`src/sv/dpb_pkg.sv`:
```
// Shared types, register indexes and reset values for the depth pixel backprojection unit.
package dpb_pkg;

  localparam int unsigned COORD_IN_W = 12;
  localparam int unsigned DEPTH_W    = 16;
  localparam int unsigned COLOR_W    = 8;
  localparam int unsigned CFG_DATA_W = 32;
  localparam int unsigned CFG_IDX_W  = 3;
  localparam int unsigned CENTER_W   = 16;
  localparam int unsigned FACTOR_W   = 32;
  localparam int unsigned POINT_W    = 32;

  localparam logic [FACTOR_W-1:0] DEPTH_SCALE_RST = 32'd4294967;
  localparam logic [CENTER_W-1:0] CENTER_RST      = 16'd0;
  localparam logic [FACTOR_W-1:0] FOCAL_INV_RST   = 32'd8589934;

  // Configuration register indexes
  typedef enum logic [CFG_IDX_W-1:0] {
    REG_DEPTH_SCALE = 3'd0,
    REG_CENTER_X    = 3'd1,
    REG_CENTER_Y    = 3'd2,
    REG_FOCAL_INV_X = 3'd3,
    REG_FOCAL_INV_Y = 3'd4
  } reg_idx_t;

  typedef struct packed {
    logic [COORD_IN_W-1:0] column;
    logic [COORD_IN_W-1:0] row;
    logic [DEPTH_W-1:0]    depth_raw;
    logic [COLOR_W-1:0]    red;
    logic [COLOR_W-1:0]    green;
    logic [COLOR_W-1:0]    blue;
  } in_item_t;

  typedef struct packed {
    logic                      point_valid;
    logic signed [POINT_W-1:0] point_x;
    logic signed [POINT_W-1:0] point_y;
    logic [POINT_W-1:0]        point_z;
    logic [COLOR_W-1:0]        out_red;
    logic [COLOR_W-1:0]        out_green;
    logic [COLOR_W-1:0]        out_blue;
  } out_item_t;

  // Per-stage load enables, one per pipeline stage
  typedef struct packed {
    logic s1;
    logic s2;
    logic s3;
  } stage_ld_t;

endpackage

```
`src/sv/dpb_range.sv`:
```
// Range pipeline: z = round(depth_raw * depth_scale / 2^16), delayed to line up with the lateral path.
module dpb_range (
  input  logic                          clk,
  input  dpb_pkg::stage_ld_t            ld,
  input  logic [dpb_pkg::DEPTH_W-1:0]   depth_raw,
  input  logic [dpb_pkg::FACTOR_W-1:0]  depth_scale,
  output logic [dpb_pkg::POINT_W-1:0]   z_s2,
  output logic [dpb_pkg::POINT_W-1:0]   z_s3
);
  import dpb_pkg::*;

  localparam int unsigned ZP_W = DEPTH_W + FACTOR_W;

  logic [ZP_W-1:0]    zprod_r;
  logic [ZP_W-1:0]    zrnd_nxt;
  logic [POINT_W-1:0] z_r;
  logic [POINT_W-1:0] z3_r;

  // Round half up; the sum never overflows 48 bits
  assign zrnd_nxt = zprod_r + ZP_W'(32'h0000_8000);

  always_ff @(posedge clk) begin
    if (ld.s1) begin
      zprod_r <= ZP_W'(depth_raw) * ZP_W'(depth_scale);
    end
    if (ld.s2) begin
      z_r <= zrnd_nxt[ZP_W-1:16];
    end
    if (ld.s3) begin
      z3_r <= z_r;
    end
  end

  assign z_s2 = z_r;
  assign z_s3 = z3_r;

endmodule

```
`config.mk`:
```
export PLATFORM = sky130hd
export DESIGN_NAME = dpb_range
export DESIGN_NICKNAME = d
export VERILOG_FILES = /design/src/sv/dpb_pkg.sv /design/src/sv/dpb_range.sv
export SDC_FILE = /design/constraint.sdc
export NUM_CORES = 1
export LEC_CHECK = 0
export BUFFER_PORTS_ARGS = -buffer_cell sky130_fd_sc_hd__buf_2
export CAP_MARGIN = 20
export CORE_ASPECT_RATIO = 1.75
export CORE_MARGIN = 3
export CORE_UTILIZATION = 50
export CTS_BUF_LIST = sky130_fd_sc_hd__clkbuf_4 sky130_fd_sc_hd__clkbuf_8
export DETAILED_ROUTE_END_ITERATION = 8
export PLACE_DENSITY = 0.66
export SETUP_SLACK_MARGIN = 0.2
export SLEW_MARGIN = 20
export SYNTH_ARGS = -nofsm -noshare
export SYNTH_HDL_FRONTEND = slang
export SYNTH_SLANG_ARGS = --single-unit
```
`constraint.sdc`:
```
create_clock -name clk -period 6.65 [get_ports clk]
set_input_delay 0.3325 -clock clk [delete_from_list [all_inputs] [get_ports clk]]
set_output_delay 0.3325 -clock clk [all_outputs]
set_load 0.02 [all_outputs]
```
After elaboration in Yosys (flattened, before gate mapping):

Index checks and enable logic that the tools add are counted.
Widths: inputs -> output; s select.

* register bits after elaboration: 112
* output and inout bits: 64

* add/sub/neg operators: 1
* multiply operators: 1

Operators with widths (count)
* $add 48x16->48 const B: 1
* $mul 16x32->48: 1

Logic depth before layout (Yosys ltp):

Gate-level depths: netlist of the first run.

* word-level depth: 1
* gate-level depth with buffers: 24

Worst setup path after synthesis of the first run:

No wires, ideal clock.

* path kind: input-to-reg
* start: in depth_scale[10] in the netlist's numbering
* end: reg zprod_r[47], data pin
* setup time: 0.260 ns
* data arrival time: 5.737 ns
* data required time: 6.390 ns
* path slack: 0.653 ns
* stages: 21
* path buffers: 1
* cell sequence: clkbuf_1 -> nand2_1 -> fa_1 -> fa_1 -> fa_1 -> fa_1 -> inv_1 -> fa_1 -> inv_1 -> fa_1 -> inv_1 -> ha_1 -> nand2_1 -> o21ai_0 -> a31oi_1 -> o211ai_2 -> a31oi_1 -> o311a_1 -> o31a_1 -> o21ai_2 -> xnor2_1

* word-level cells in the longest chain between the ends: 1

RTL lines
* start, declared: RTL line dpb_range.sv:6 `input logic [dpb_pkg::FACTOR_W-1:0] depth_scale,`
* $mul 16x32->48: RTL line dpb_range.sv:24 `zprod_r <= ZP_W'(depth_raw) * ZP_W'(depth_scale);`
* end signal, assigned: RTL line dpb_range.sv:24
* end, declared: RTL line dpb_range.sv:14 `logic [ZP_W-1:0] zprod_r;`

No other way between the ends.
A chain may end at the register's enable or synchronous reset.

Worst setup path in the final report of the first run:

* start: in depth_raw[10] in the netlist's numbering
* end: reg zprod_r[38], data pin

* word-level cells in the longest chain between the ends: 1

RTL lines
* start, declared: RTL line dpb_range.sv:5 `input logic [dpb_pkg::DEPTH_W-1:0] depth_raw,`
* $mul 16x32->48: RTL line dpb_range.sv:24

No other way between the ends.

==> metrics.csv, run 1 <==
stage,metric,value,unit
timing,period_share,93.5,%
run,cap_violations,0,
floorplanning,die_h,264,um
floorplanning,start_util,50.6,%
grt,grt_pass1_wl,83.0,mm
timing,relSlewSlack,50.5,%
worst_setup_path,cp_common_cell,fa_1,
timing,clock-skew-final,0.00634,ns
clock_network,h-tree-depth,3,
timing,final_hold_viol_count,0,
synth,synth.largest_area_cell,fa_1,
grt,grt_max_degree,34,
final_layout,multi_input_area,14200,um^2
timing,max_freq,161,MHz
place,port_buffers,115,
clock_network,cts_sinks,97,
timing,rsz0062_at_grt,false,
worst_setup_path,cp_top_family,adder cells,
floorplanning,dieArea,40500,um^2
timing,period_minus_slack,6.22,ns
synth,ys.flop_type,edfxtp_1,
synth,ys_types,41,
clock_network,insertion_delay,0.36,ns
route,drc,0,
final_layout,ff_latch_area,2910,um^2
worst_setup_path,crit_chain,buf_2 -> nand2_1 -> fa_1 -> inv_1 -> fa_1 -> fa_1 -> fa_1 -> fa_1 -> inv_1 -> fa_1 -> inv_1 -> ha_1 -> a21oi_1 -> o21ai_0 -> nor2_1 -> o211ai_2 -> and2_1 -> a31o_2 -> a21o_1 -> or4_1 -> o311ai_1,
worst_setup_path,crit_fanout,19,
place,dp_slack,-0.00526,ns
worst_setup_path,endpoint_kind,flop,
clock_network,cts_hold_buffers,0,
timing,setup_viol,0,
timing,setup_ws,0.434,ns
route,wl_met2,28.1,mm
clock_network,cts_tree,yes,
synth,yosys_warnings,0,
route,drtIter0Drc,596,
synth,synthTopCellsByArea,"fa_1 (44%), edfxtp_1 (15%), inv_1 (8.6%)",
final_layout,n_fill_cell,3461,
worst_setup_path,cpPeakStageDelay,0.61,ns
worst_setup_path,start_kind,input pin,
timing,slew_violations,0,
timing,worst_pin_slew,0.742,ns
synth,synthCells,1965,
clock_network,clock-root-buffer,clkbuf_8,
place,finalWeightedCongestion,0.909,
worst_setup_path,crit_slowest_cell,fa_1,
synth,async_flop_share,0,%
floorplanning,pin_count,116,
worst_setup_path,arrival,6.39,ns
worst_setup_path,r2r_end,z_s2[23],
worst_hold_path,hold_depth,0,
synth,syn_nets,2552,
floorplanning,die_w,153,um
synth,yosysSeqAreaShare,15.3,%
synth,syn_area_per_cell,9.69,um^2
clock_network,clk_pin_slew,0.10,ns
clock_network,cts_buffer_depth,2,
route,first_pass_iters,5,
route,top_layer,met4,
floorplanning,core,37600,um^2
route,postRouteWirelength,50.3,mm
synth,synth_top_area_share,43.9,%
worst_setup_path,required,6.82,ns
place,hpwlAfterDp,41.1,mm
grt,antenna_found_initial,0,
worst_hold_path,min_to,z_s3[6],
worst_hold_path,hold_path_class,reg2reg,
route,wire_per_inst,19.9,um
route,m1WireLength,15.0,mm
synth,ys_ff_latch,97,
route,routed-wl-met3,1.78,mm
worst_hold_path,hold_start,z_s2[6],
grt,grt_overflow,0,
final_layout,syn_to_final_growth,7.08,%
worst_setup_path,r2r_start,zprod_r[28],
clock_network,numCtsBuffers,9,
final_layout,num_antenna_cells,0,
status,status,"complete, no violations",
worst_setup_path,reg2reg_depth,6,
final_layout,final_layout_size_suffix_gt1_share,8.74,%
synth,synth_area,19000,um^2
grt,track_usage,26.4,%
final_layout,fin_nets,2631,
route,avgViaCountPerCell,5.47,
worst_setup_path,path_buf_inv,4,
worst_setup_path,crit_type,in2reg,
worst_setup_path,rrSetupSlack,4.48,ns
floorplanning,rows,94,
route,via_count,13800,
grt,grt_pass1_vias,16200,
synth,synth_edf_count,97,
route,route.antenna.remaining_nets,0,
cell families after synthesis:
logic type / synth area share, %
simple gates: 15.9
fa+ha+maj: 51.6
buf+inv: 10.3
compound gates: 3.90
flops: 15.3
xor+xnor: 2.99
mux: 0.0592
timing repair:
item                       CTS  global route
resized for setup            0             5
setup endpoints to repair    0             6
setup buffers                0             0
worst max path at each step:
stage                     from          end  cells past startpoint  slack (ns)
2_1_floorplan  depth_scale[10]  zprod_r[47]                     21        0.65
3_3_place_gp      depth_raw[1]  zprod_r[47]                     23         0.1
3_5_place_dp      depth_raw[1]  zprod_r[38]                     21      -0.005
4_1_cts           depth_raw[1]  zprod_r[38]                     21        0.37
5_1_grt           depth_raw[4]  zprod_r[39]                     22        0.21
6_report         depth_raw[10]  zprod_r[38]                     21        0.43
area by class of cell:
| class | count | share of cell area, % |
|---|---|---|
| multi-input cells | 1347 | 69.5 |
| inverters | 435 | 8.01 |
| clock buffers | 9 | 0.608 |
| repair buffers | 154 | 4.32 |
| flip-flops and latches | 97 | 14.3 |
| well taps | 480 | 2.95 |
| clock inverters | 7 | 0.319 |
placed cells by master (no fill, tap or decap), types with 2 or more instances in the layout:
master	instances
o21ai_0	19
and2_1	213
or4_1	2
nand2b_1	3
clkbuf_4	5
clkinvlp_4	2
clkbuf_8	9
o211ai_2	2
a21o_1	18
a31oi_1	4
or3_1	2
nor2_1	26
nor3_1	7
o21ai_2	2
nand3_1	12
nand4_1	17
and3_1	9
o211ai_1	3
fa_1	417
edfxtp_1	97
o31a_1	2
ha_1	118
buf_2	110
o21a_1	3
inv_1	435
a21oi_1	43
xnor2_1	45
o21bai_1	5
xor2_1	20
buf_4	39
nor2b_1	2
nand2_1	337
a211oi_1	4
metal layers:
layer | GRT usage, % | up-vias
li1 | - | 5986
met1 | 24.5 | 7149
met2 | 50.4 | 460
met3 | 2.85 | 230
met4 | 21.3 | 0
met5 | 0 | -
state kept, by name, indices dropped and copies added, names as in the netlist:
signal   count
z_s2        32
z_s3        32
zprod_r     33
worst register-to-register path, delay by kind of cell, from the launching register on:
kind          cells  cell delay, ns
simple gates      5            1.34
flops             1            0.43
xor+xnor          1            0.16
through the flow:
step	TNS (ns)	instances	utilization, %	hold slack, ns	cell area (um^2)
after floorplan	0	1965	-	0.445	19000
after global placement	0	2513	53.6	0.427	20200
after detailed placement	-0.00526	2513	53.6	0.435	20200
after CTS	0	2529	54.1	0.457	20400
after global routing	0	2529	54.2	0.478	20400
final	0	2529	54.2	0.450	20400
synth_stat cells, types with 3 or more instances:
library cell and number:
a211oi_1 4, a21o_1 18, a21oi_1 43, a31oi_1 4, and2_1 213, and3_1 9
clkbuf_1 86, edfxtp_1 97, fa_1 417, ha_1 118, inv_1 435, nand2_1 337
nand2b_1 3, nand3_1 12, nand4_1 17, nor2_1 26, nor3_1 7, o211ai_1 3
o21a_1 3, o21ai_0 19, o21bai_1 5, xnor2_1 45, xor2_1 20
Power of run 1 is not shown: default switching activity piles up to over one toggle a cycle in this logic, so the estimate is an artifact.
==> run 2: changes to the inputs <==
--- a/config.mk
+++ b/config.mk
@@ -9,11 +9,13 @@
 export CAP_MARGIN = 20
 export CORE_ASPECT_RATIO = 1.75
 export CORE_MARGIN = 3
-export CORE_UTILIZATION = 50
+export CORE_UTILIZATION = 45
 export CTS_BUF_LIST = sky130_fd_sc_hd__clkbuf_4 sky130_fd_sc_hd__clkbuf_8
 export DETAILED_ROUTE_END_ITERATION = 8
-export PLACE_DENSITY = 0.66
+export HOLD_SLACK_MARGIN = 0.03
+export PLACE_DENSITY = 0.6
 export SETUP_SLACK_MARGIN = 0.2
+export SKIP_CTS_REPAIR_TIMING = 1
 export SLEW_MARGIN = 20
 export SYNTH_ARGS = -nofsm -noshare
 export SYNTH_HDL_FRONTEND = slang
==> run 2 against run 1 <==
- critical path depth is 1 higher
- global-route usage fell by 2.0 points
- cell count increased by 3.2%
- highest routed layer unchanged
- register-to-register slack gained 0.04 ns
- flip-flop and latch count unchanged
==> metrics.csv, run 2 (same netlist as run 1, synthesis figures left out) <==
stage,metric,value,unit,change
clock_network,cts_sinks,97,,unchanged
clock_network,insertion_delay,0.36,ns,about the same
worst_setup_path,reg2reg_depth,7,,+1
worst_hold_path,hold_depth,0,,unchanged
floorplanning,die_h,278,um,+5.3%
timing,hold_ws,0.454,ns,+0.00383 ns
timing,rsz0062_at_grt,false,,
place,finalWeightedCongestion,0.908,,-0.15%
timing,final_hold_viol_count,0,,unchanged
route,first_pass_iters,5,,unchanged
final_layout,final_common_cell,inv_1,,
place,hpwlAfterDp,42.8,mm,+4.3%
final_layout,n_fill_cell,3965,,+15%
clock_network,h-tree-depth,3,,unchanged
worst_setup_path,required,6.84,ns,+0.02 ns
route,via_count,13700,,-1.1%
clock_network,numCtsBuffers,9,,unchanged
grt,antenna_found_initial,0,,unchanged
worst_setup_path,start_kind,input pin,,
worst_setup_path,crit_fanout,20,,+1
timing,period_share,93.8,%,+0.28 points
grt,grt_max_degree,34,,unchanged
floorplanning,rows,99,,+5.3%
final_layout,syn_to_final_growth,8.33,%,
final_layout,largest_register,zprod_r,,
worst_setup_path,endpoint_kind,flop,,
final_layout,largest_reg_flops,33,,unchanged
timing,period_minus_slack,6.23,ns,+0.0187 ns
floorplanning,pin_count,116,,unchanged
clock_network,clk_pin_slew,0.10,ns,about the same
grt,grt_pass1_wl,83.9,mm,+1.1%
grt,grt_overflow,0,,unchanged
timing,slew_violations,0,,unchanged
clock_network,cts_tree,yes,,
worst_setup_path,crit_type,in2reg,,
run,cap_violations,0,,unchanged
timing,relSlewSlack,44.9,%,-5.6 points
worst_hold_path,hold_path_class,reg2reg,,
timing,clock-skew-final,0.0127,ns,+0.00640 ns
route,avgViaCountPerCell,5.24,,-4.1%
floorplanning,start_util,45.6,%,-5.0 points
status,status,"complete, no violations",,
route,postRouteWirelength,51.7,mm,+2.6%
route,route.antenna.remaining_nets,0,,unchanged
timing,fin_setup_tns,0,ns,unchanged
worst_setup_path,arrival,6.42,ns,+0.03 ns
clock_network,cts_buffer_depth,2,,unchanged
floorplanning,core,41700,um^2,+11%
route,drc,0,,unchanged
final_layout,fin_nets,2636,,+0.19%
timing,max_freq,160,MHz,-0.30%
final_layout,multi_input_area,14200,um^2,unchanged
route,wire_per_inst,19.8,um,-0.50%
floorplanning,die_w,161,um,+5.2%
clock_network,clock-root-buffer,clkbuf_8,,
place,port_buffers,115,,unchanged
timing,worst_pin_slew,0.826,ns,+0.0841 ns
final_layout,final_layout_size_suffix_gt1_share,8.96,%,+0.22 points
grt,track_usage,24.4,%,-2.0 points
final_layout,most-common-layout-cells,"inv_1 (435), fa_1 (417), nand2_1 (337)",,
timing,setup_viol,0,,unchanged
route,drtIter0Drc,582,,-2.3%
floorplanning,dieArea,44900,um^2,+11%
final_layout,num_antenna_cells,0,,unchanged
final_layout,ff_latch_area,2910,um^2,unchanged
grt,grt_pass1_vias,16200,,-0.23%
-- run 2: cell types whose count changed in the layout (fill, tap and decap cells not counted), moves of 2 or more --
| cell | change |
|---|---|
| bufinv_16 | +2 |
| buf_12 | +5 |
| buf_2 | +4 |
| inv_8 | +2 |
| clkbuf_4 | -4 |
| clkinvlp_4 | -2 |
-- run 2: metrics by stage --
step	util, %	setup slack, ns	instances	area (um^2)
finish	49.4	0.416	2609	20600
global route	49.4	0.208	2609	20600
CTS	49.4	0.468	2609	20600
detailed placement	48.8	0.0595	2593	20400
global placement	48.8	0.120	2593	20400
floorplan	-	0.653	1965	19000
-- run 2: worst max-delay path: stages --
cell and delay [ns]:
buf_2 0.46, buf_4 0.26, nand2_1 0.08, fa_1 0.51, fa_1 0.52, fa_1 0.52, inv_1 0.08, fa_1 0.50
fa_1 0.49, inv_1 0.05, fa_1 0.47, inv_1 0.04, ha_1 0.33, a21oi_1 0.15, o21ai_0 0.14, nor2_1 0.15
o211ai_2 0.13, and2_1 0.22, a31o_2 0.24, a21o_1 0.18, or4_1 0.48, o311ai_1 0.10
-- run 2: area by class of cell --
class / instances / area share, %
well taps: 555 / 3.37
clock buffers: 9 / 0.601
inverters: 435 / 7.92
clock inverters: 7 / 0.576
multi-input cells: 1347 / 68.7
repair buffers: 159 / 4.71
flip-flops and latches: 97 / 14.1
-- run 2: layer usage --
layer,wire length (um),share of wire [%],GRT usage [%]
met5,0,0,0
met3,1450,2.8,1.82
met2,29300,57,47.7
met1,15300,30,22.1
met4,5640,11,20.3
-- run 2: path summary, 6_finish.rpt --
check | endpoint | start | slack [ns]
hold reg to reg | z_s3[3] | z_s2[3] | 0.45
setup / recovery | zprod_r[38] | depth_raw[2] | 0.42
hold / removal | z_s3[3] | z_s2[3] | 0.45
setup reg to reg | z_s2[14] | zprod_r[17] | 4.52
Power of run 2 is left out for the same reason.
